--- src/rtl/crt_pkg.sv ---
// crt_pkg: constants and operation codes for the circular range add / min tree
// no dependencies
`timescale 1ns / 1ps

package crt_pkg;

    localparam int CRT_IW           = 11;
    localparam int CRT_VW           = 64;
    localparam int CRT_PAW          = 3;
    localparam int CRT_MAX_ELEMENTS = 1024;

    localparam logic [CRT_IW-1:0] CRT_ELEMS_RESET = 11'd1024;

    localparam logic [CRT_VW-1:0] CRT_POS_MAX = 64'h7FFF_FFFF_FFFF_FFFF;
    localparam logic [CRT_VW-1:0] CRT_NEG_MIN = 64'h8000_0000_0000_0000;

    localparam logic OP_ADD = 1'b0;
    localparam logic OP_MIN = 1'b1;

    localparam logic CMD_ADD   = 1'b0;
    localparam logic CMD_QUERY = 1'b1;

    localparam logic REG_ELEMS = 1'b0;

endpackage

--- src/rtl/crt_alu.sv ---
// crt_alu: shared 64-bit saturating adder and signed minimum unit
// depends on crt_pkg
`timescale 1ns / 1ps

module crt_alu import crt_pkg::*; (
    input  logic              i_op,
    input  logic [CRT_VW-1:0] i_a,
    input  logic [CRT_VW-1:0] i_b,
    output logic [CRT_VW-1:0] o_y
);

    logic [CRT_VW-1:0] sum;
    logic              ovf;

    always_comb begin
        sum = i_a + i_b;
        ovf = (i_a[CRT_VW-1] == i_b[CRT_VW-1]) && (sum[CRT_VW-1] != i_a[CRT_VW-1]);
        case (i_op)
            OP_ADD: begin
                if (ovf) begin
                    o_y = i_a[CRT_VW-1] ? CRT_NEG_MIN : CRT_POS_MAX;
                end else begin
                    o_y = sum;
                end
            end
            OP_MIN: begin
                o_y = ($signed(i_a) < $signed(i_b)) ? i_a : i_b;
            end
            default: begin
                o_y = i_a;
            end
        endcase
    end

endmodule

--- config.mk ---
export PLATFORM = sky130hd
export DESIGN_NAME = crt_alu
export DESIGN_NICKNAME = d
export VERILOG_FILES = /design/src/rtl/crt_pkg.sv /design/src/rtl/crt_alu.sv
export SDC_FILE = /design/constraint.sdc
export NUM_CORES = 1
export LEC_CHECK = 0
export BUFFER_PORTS_ARGS = -buffer_cell sky130_fd_sc_hd__buf_2
export CORE_MARGIN = 4
export CORE_UTILIZATION = 55
export DETAILED_ROUTE_END_ITERATION = 12
export PLACE_DENSITY_LB_ADDON = 0.1
export RECOVER_POWER = 25
export SLEW_MARGIN = 20
export SYNTH_ARGS = -nofsm -noshare
export SYNTH_HDL_FRONTEND = slang
export SYNTH_SLANG_ARGS = --single-unit
--- constraint.sdc ---
create_clock -name vclk -period 6.25
set_input_delay 1.25 -clock vclk [all_inputs]
set_output_delay 1.25 -clock vclk [all_outputs]
set_load 0.05 [all_outputs]
==> results of run 1 <==
==> per-layer routing <==
layer / vias to the layer above / GRT usage [%]
li1: 4248 / -
met1: 3761 / 36.3
met2: 288 / 44.4
met3: 28 / 1.76
met4: 0 / 4.71
met5: - / 0
==> layout make-up <==
| cell class | instances | area, um2 |
|---|---|---|
| multi-input cells | 924 | 6730 |
| fillers | 1287 | 4630 |
| diodes | 2 | 5.00 |
| inverters | 128 | 480 |
| well taps | 176 | 220 |
| repair buffers | 223 | 1230 |
==> path summary, 6_finish.rpt <==
| check | end | slack (ns) |
|---|---|---|
| hold / removal | o_y[63] | 3.00 |
| setup / recovery | o_y[60] | 0.09 |
==> synthesized netlist by cell type (16+ instances only) <==
master / n
inv_1: 127
clkbuf_1: 39
o31ai_1: 18
nor2b_1: 16
a21oi_2: 115
nor2_1: 86
o21ai_0: 85
nor3_1: 16
ha_1: 127
a21oi_1: 92
o21bai_1: 23
xnor2_1: 47
nand2_1: 91
nand4_1: 19
==> power breakdown <==
part / total [mW] / switching, mW / internal, mW
registers: 0 / 0 / 0
logic: 1.23 / 0.824 / 0.403
clock network: 0.0000000428 / 0 / 0.0000000428
total: 1.23 / 0.824 / 0.403
==> logic make-up (layout without fill, tap and decap cells) <==
| kind of cell | count (synthesis) | count (layout) | share of synthesized area, % |
|---|---|---|---|
| other | 0 | 2 | 0 |
| AOI/OAI and AO/OA | 438 | 438 | 41.5 |
| xor gates and xnor gates | 56 | 56 | 6.54 |
| and+or+nand+nor | 300 | 300 | 19.2 |
| buffers and inverters | 190 | 351 | 11.0 |
| muxes | 2 | 2 | 0.283 |
| adders and majority gates | 128 | 128 | 21.4 |
==> impl_metrics.yaml, run 1 <==
floorplan:
  die_area_mm2: 0.0156
  die_w_um: 125
  initial_core_util_pct: 56.4
  fp-row-count: 42
  coreArea_mm2: 0.0133
  fp.dieH_um: 125
  pin_count: 193
layout:
  finalInstanceArea_mm2: 0.00866
  fin_nets: 1534
  final_common_cell: "buf_2"
  drive_above_1_share_pct: 29.5
  layout_common_cells: "181 x buf_2, 127 x inv_1, 127 x ha_1"
  final_util_pct: 65.2
  ff_latch_area_um2: 0
  nClkBuffers: 0
  syn_to_final_growth_pct: 15.5
  fin_cells: 1453
  seq_cells: 0
routing:
  via_per_inst: 5.73
  drc: 0
  routedWlPerCell_um: 15.1
  routed_wl_um: 22000
  drt_pass1_iterations: 6
  ant_nets: 0
  drt_iter0_drc: 536
  dr_wl_met2_um: 10100
  routedLengthMet1_um: 10300
  met3WireLength_um: 1310
  dr_total_vias: 8325
  highest_layer: "met4"
global_routing:
  grtUsageTotal_pct: 26.0
  grt_start_max_net_pins: 75
  grt_pass1_wl_um: 36000
  antenna_found_initial: 1
  grt_overflow: 0
  grt_pass1_vias: 7732
clocking:
  postCtsHoldBufs: 0
  cts-resized-gates: 0
  cts_setup_buffers: 0
critical_path:
  critical_path.slowest_cell: "fa_1"
  crit_chain: "buf_2, ha_1, inv_1, fa_1, o21bai_1, a21oi_1, o21ai_1, a2111o_1, nand2_1, o31ai_2, and4_1, o31ai_2, o31a_1, o311a_1, nor3b_1, a211oi_2, buf_2"
  crit_start: "i_b[0]"
  worstPathArrival_ns: 4.91
  cpPeakStageDelay_ns: 0.40
  crit_required_ns: 5.00
  path_max_fanout: 3
  cp.depth: 17
  worst-path-buf-inv: 3
  critical_path.top_delay_family: "compound AO/OA/AOI/OAI gates"
  worst_setup_path_start_kind: "input pin"
  end_kind: "primary output"
  critPathKind: "in2out"
min_path:
  min_delay_path_depth: 4
  hold_start: "i_b[63]"
  timing.hold.worst.class: "in2out"
timing:
  finalCriticalPeriod_ns: 6.16
  tightest_slew_ns: 0.731
  setup_viol: 0
  max_clock_freq_mhz: 162
  fin_tns_setup_ns: 0
  post-route-period-util_pct: 98.6
  slew_headroom_pct: 51.3
  hold_slack_ns: 3.00
  finalWorstSetupSlack_ns: 0.0858
  rsz0062_at_grt: "false"
  maxSlewViolCount: 0
  hold_viol: 0
place:
  dp.cells: 1451
  port_buffers: 193
  dp_hpwl_um: 18200
  gp_congestion: 0.961
  postPlaceCellArea_mm2: 0.00863
  preCtsSetupSlack_ns: 0.116
synthesis:
  synth_area_leader_cell: "ha_1"
  syn_area_per_cell_um2: 6.74
  synth_area_leaders: "ha_1 21%, a21oi_2 13%, inv_1 6.4%"
  syn_nets: 1371
  ys_seq_area_share_pct: 0
  synthCells: 1114
  synthesis.area_mm2: 0.00750
  synth_warnings: 0
  yosys.area.top_type_share_pct: 21.2
  yosys.cell_types.count: 75
pwr:
  p_per_area_mw_per_mm2: 142
  power_mw: 1.23
  peakVddDrop_uv: 133
  p_leak_nw: 4.05
status:
  status: "complete, no violations"
job:
  maxCapViolCount: 0
Note: power is estimated with default switching activity, not from simulation.
==> run 2: changes to the inputs <==
clock period = 7.7 ns   (was 6.25 ns; I/O delays follow)
==> impl_metrics.yaml, run 2 (same netlist as run 1, synthesis figures left out) <==
layout:
  layout_common_cells: "183 x buf_2, 127 x inv_1, 127 x ha_1"
  final_util_pct: 63.4
  fin_nets: 1512
  ff_latch_area_um2: 0
  nClkBuffers: 0
  syn_to_final_growth_pct: 12.3
  final_common_cell: "buf_2"
  drive_above_1_share_pct: 27.6
  multi_input_area_mm2: 0.00669
  n_antenna_cell: 0
  fill_cells: 1348
  seq_cells: 0
place:
  port_buffers: 193
  gp_congestion: 0.964
  dp_hpwl_um: 17700
timing:
  tightest_slew_ns: 1.24
  rsz0062_at_grt: "false"
  maxSlewViolCount: 0
  max_clock_freq_mhz: 140
  hold_viol: 0
  setup_viol: 0
  slew_headroom_pct: 17.2
  finalCriticalPeriod_ns: 7.12
  post-route-period-util_pct: 92.5
  fin_tns_setup_ns: 0
critical_path:
  critPathKind: "in2out"
  end_kind: "primary output"
  critical_path.slowest_cell: "a221o_2"
  critical_path.top_delay_family: "compound AO/OA/AOI/OAI gates"
  worst-path-buf-inv: 4
  cp.depth: 12
  worstPathArrival_ns: 5.58
  crit_chain: "buf_2, inv_1, ha_1, nand4_1, nor4_1, nand3_1, o31ai_1, a221o_2, buf_4, o21ai_0, a21oi_2, buf_2"
  cpPeakStageDelay_ns: 1.07
  path_max_fanout: 71
  worst_setup_path_start_kind: "input pin"
  crit_required_ns: 6.16
  cp_common_cell: "buf_2"
routing:
  ant_nets: 0
  drt_iter0_drc: 605
  via_per_inst: 5.77
  drc: 0
  dr_total_vias: 8248
  routed_wl_um: 21700
  drt_pass1_iterations: 5
  routedWlPerCell_um: 15.2
pwr:
  peakVddDrop_uv: 105
  combPwrFrac_pct: 100.0
  p_seq_share_pct: 0
  p_per_area_mw_per_mm2: 115
  clkPwrFrac_pct: 0
  p_sw_share_pct: 68.1
  p_leak_nw: 3.90
  p_int_mw: 0.310
  p_sw_mw: 0.662
floorplan:
  fp-row-count: 42
  fp.dieH_um: 125
  coreArea_mm2: 0.0133
  die_area_mm2: 0.0156
  pin_count: 193
  die_w_um: 125
  initial_core_util_pct: 56.4
global_routing:
  grt_start_max_net_pins: 72
  grt_overflow: 0
  grt_pass1_vias: 7801
  grtUsageTotal_pct: 25.8
  grt_pass1_wl_um: 35700
  antenna_found_initial: 1
min_path:
  hold_start: "i_b[63]"
  min_to: "o_y[63]"
  min_delay_path_depth: 4
  timing.hold.worst.class: "in2out"
status:
  status: "complete, no violations"
clocking:
  cts_setup_buffers: 0
  cts-resized-gates: 0
  postCtsHoldBufs: 0
job:
  maxCapViolCount: 0
## run 2: stage by stage
stage | setup WS, ns | cell area (um2) | cells | hold WS (ns) | power (mW)
6_report | 0.579 | 8430 | 1429 | 3.53 | 0.971
5_1_grt | 0.247 | 8430 | 1429 | 3.58 | 1.05
4_1_cts | 0.765 | 8440 | 1429 | 3.54 | 0.971
3_5_place_dp | 0.764 | 8440 | 1429 | 3.54 | 0.967
3_3_place_gp | 0.869 | 8440 | 1429 | 3.54 | 0.961
2_1_floorplan | 0.899 | 7500 | 1114 | 3.36 | 0.762
## run 2: metal layers
layer  vias to the layer above  part of all wire (%)  GRT usage, %  wire (um)
met5                         -                 0.051             0         11
met4                         2                   1.8          4.96        384
met3                        36                   5.7          1.84       1240
met2                       276                    47          45.7      10100
met1                      3735                    46          34.5       9930
li1                       4199                     -             -          -
## run 2: tightest hold or removal path: stages
cell and delay, ns:
buf_2 0.10, inv_1 0.06, a311oi_1 0.08, buf_2 0.21
## run 2: power by group through the flow
stage | logic [mW] | registers [mW] | clock network (mW)
after floorplan | 0.762 | 0 | 0
after global placement | 0.961 | 0 | 0
after detailed placement | 0.967 | 0 | 0
after CTS | 0.971 | 0 | 0
after global routing | 1.05 | 0 | 0
final | 0.971 | 0 | 0
## run 2: layout make-up
cell class,instances,share of cell area [%]
multi-input combinational,924,79.4
timing repair buffer,201,12.3
tap,176,2.61
inverter,128,5.70
## run 2: how the worst max path moves through the flow
stage / start / to / slack [ns]
finish: i_b[31] / o_y[43] / 0.58
floorplan: i_b[25] / o_y[53] / 0.90
global placement: i_a[24] / o_y[53] / 0.87
global route: i_b[31] / o_y[43] / 0.25
detailed placement: i_a[24] / o_y[53] / 0.76
CTS: i_a[24] / o_y[53] / 0.77
==> run 3: changes to the inputs <==
clock period = 6.75 ns   (was 7.7 ns; I/O delays follow)
==> impl_metrics.yaml, run 3 (same netlist as run 1, synthesis figures left out) <==
floorplan:
  coreArea_mm2: 0.0133
  die_w_um: 125
  fp.dieH_um: 125
  initial_core_util_pct: 56.4
  die_area_mm2: 0.0156
  pin_count: 193
  fp-row-count: 42
layout:
  ff_latch_area_um2: 0
  fin_nets: 1519
  fin_cells: 1437
  nClkBuffers: 0
  finalInstanceArea_mm2: 0.00851
  seq_cells: 0
  syn_to_final_growth_pct: 13.5
  layout_common_cells: "180 x buf_2, 127 x inv_1, 127 x ha_1"
  drive_above_1_share_pct: 28.5
  final_common_cell: "buf_2"
  fill_cells: 1304
routing:
  drc: 0
  routedWlPerCell_um: 15.1
  routed_wl_um: 21600
  dr_total_vias: 8219
  drt_pass1_iterations: 5
  ant_nets: 0
  via_per_inst: 5.72
  drt_iter0_drc: 571
timing:
  rsz0062_at_grt: "false"
  finalWorstSetupSlack_ns: 0.248
  slew_headroom_pct: 47.5
  setup_viol: 0
  hold_viol: 0
  fin_tns_setup_ns: 0
  finalCriticalPeriod_ns: 6.50
  max_clock_freq_mhz: 154
  maxSlewViolCount: 0
  tightest_slew_ns: 0.788
  post-route-period-util_pct: 96.3
place:
  port_buffers: 193
  gp_congestion: 0.935
  dp_hpwl_um: 17900
  postPlaceCellArea_mm2: 0.00852
  preCtsSetupSlack_ns: 0.317
  dp.cells: 1436
clocking:
  cts_setup_buffers: 0
  postCtsHoldBufs: 0
  cts-resized-gates: 0
status:
  status: "complete, no violations"
pwr:
  p_sw_mw: 0.755
  p_sw_share_pct: 67.6
  combPwrFrac_pct: 100.0
  p_seq_share_pct: 0
  p_leak_nw: 3.97
  clkPwrFrac_pct: 0
  p_per_area_mw_per_mm2: 131
  peakVddDrop_uv: 107
  p_int_mw: 0.362
min_path:
  min_to: "o_y[63]"
  hold_start: "i_b[63]"
  timing.hold.worst.class: "in2out"
  min_delay_path_depth: 4
global_routing:
  grt_overflow: 0
  grt_pass1_vias: 7768
  antenna_found_initial: 1
  grt_pass1_wl_um: 36200
  grtUsageTotal_pct: 26.1
  grt_start_max_net_pins: 44
critical_path:
  critical_path.top_delay_family: "compound AO/OA/AOI/OAI gates"
  crit_chain: "buf_2, ha_1, nor4_1, nand2_1, a211oi_1, a211oi_2, a211oi_2, o21ai_2, a31oi_4, a211oi_2, o21ai_4, buf_4, a21oi_2, a21oi_2, buf_2"
  cp_common_cell: "a211oi_2"
  critical_path.slowest_cell: "nor4_1"
  crit_required_ns: 5.40
  worst_setup_path_start_kind: "input pin"
  critPathKind: "in2out"
  cpPeakStageDelay_ns: 0.58
  end_kind: "primary output"
  worst-path-buf-inv: 3
  worstPathArrival_ns: 5.15
  path_max_fanout: 22
job:
  maxCapViolCount: 0
## run 3: changes by cell type in the layout (fill, tap and decap cells not counted)
cell | previous run | this run
buf_2 | 183 | 180
buf_4 | 8 | 13
clkbuf_2 | 3 | 12
clkbuf_1 | 6 | 0
buf_12 | 1 | 3
diode_2 | 0 | 1
## run 3: tightest hold or removal path, cell delays in order
cell and delay (ns):
buf_2 0.10, inv_1 0.07, a311oi_1 0.08, buf_2 0.21
## run 3: power by group through the flow
stage	logic (mW)	registers [mW]	clock network (mW)
finish	1.12	0	0.0000000198
global route	1.21	0	0.0000000198
CTS	1.12	0	0
detailed placement	1.11	0	0
global placement	1.11	0	0
floorplan	0.870	0	0
## run 3: worst max-delay path by stage
stage                     depth (start not counted)      end    start
final                                            15  o_y[15]  i_a[14]
after global routing                             15  o_y[55]  i_b[14]
after CTS                                        14  o_y[55]  i_a[14]
after detailed placement                         14  o_y[55]  i_a[24]
after global placement                           14  o_y[55]  i_a[14]
after floorplan                                  15  o_y[53]  i_b[25]
## run 3: metal layers
metal | track usage [%] | vias up | routed length, um
met5 | 0 | - | 0
met4 | 3.48 | 0 | 262
met3 | 1.59 | 20 | 1220
met2 | 44.9 | 271 | 9990
met1 | 36.7 | 3714 | 10200
li1 | - | 4214 | -
## run 3: layout make-up
class              count  area (um2)  share of cell area, %
multi-input cells    924        6690                   78.6
well taps            176         220                   2.59
inverters            128         480                   5.64
repair buffers       208        1120                   13.1
diodes                 1        2.50                 0.0294
## run 3: through the flow
| stage | total power [mW] | hold WS, ns | utilization, % |
|---|---|---|---|
| 2_1_floorplan | 0.870 | 2.98 | - |
| 3_3_place_gp | 1.11 | 3.15 | 64.1 |
| 3_5_place_dp | 1.11 | 3.16 | 64.1 |
| 4_1_cts | 1.12 | 3.16 | 64.1 |
| 5_1_grt | 1.21 | 3.17 | 64.0 |
| 6_report | 1.12 | 3.15 | 64.0 |
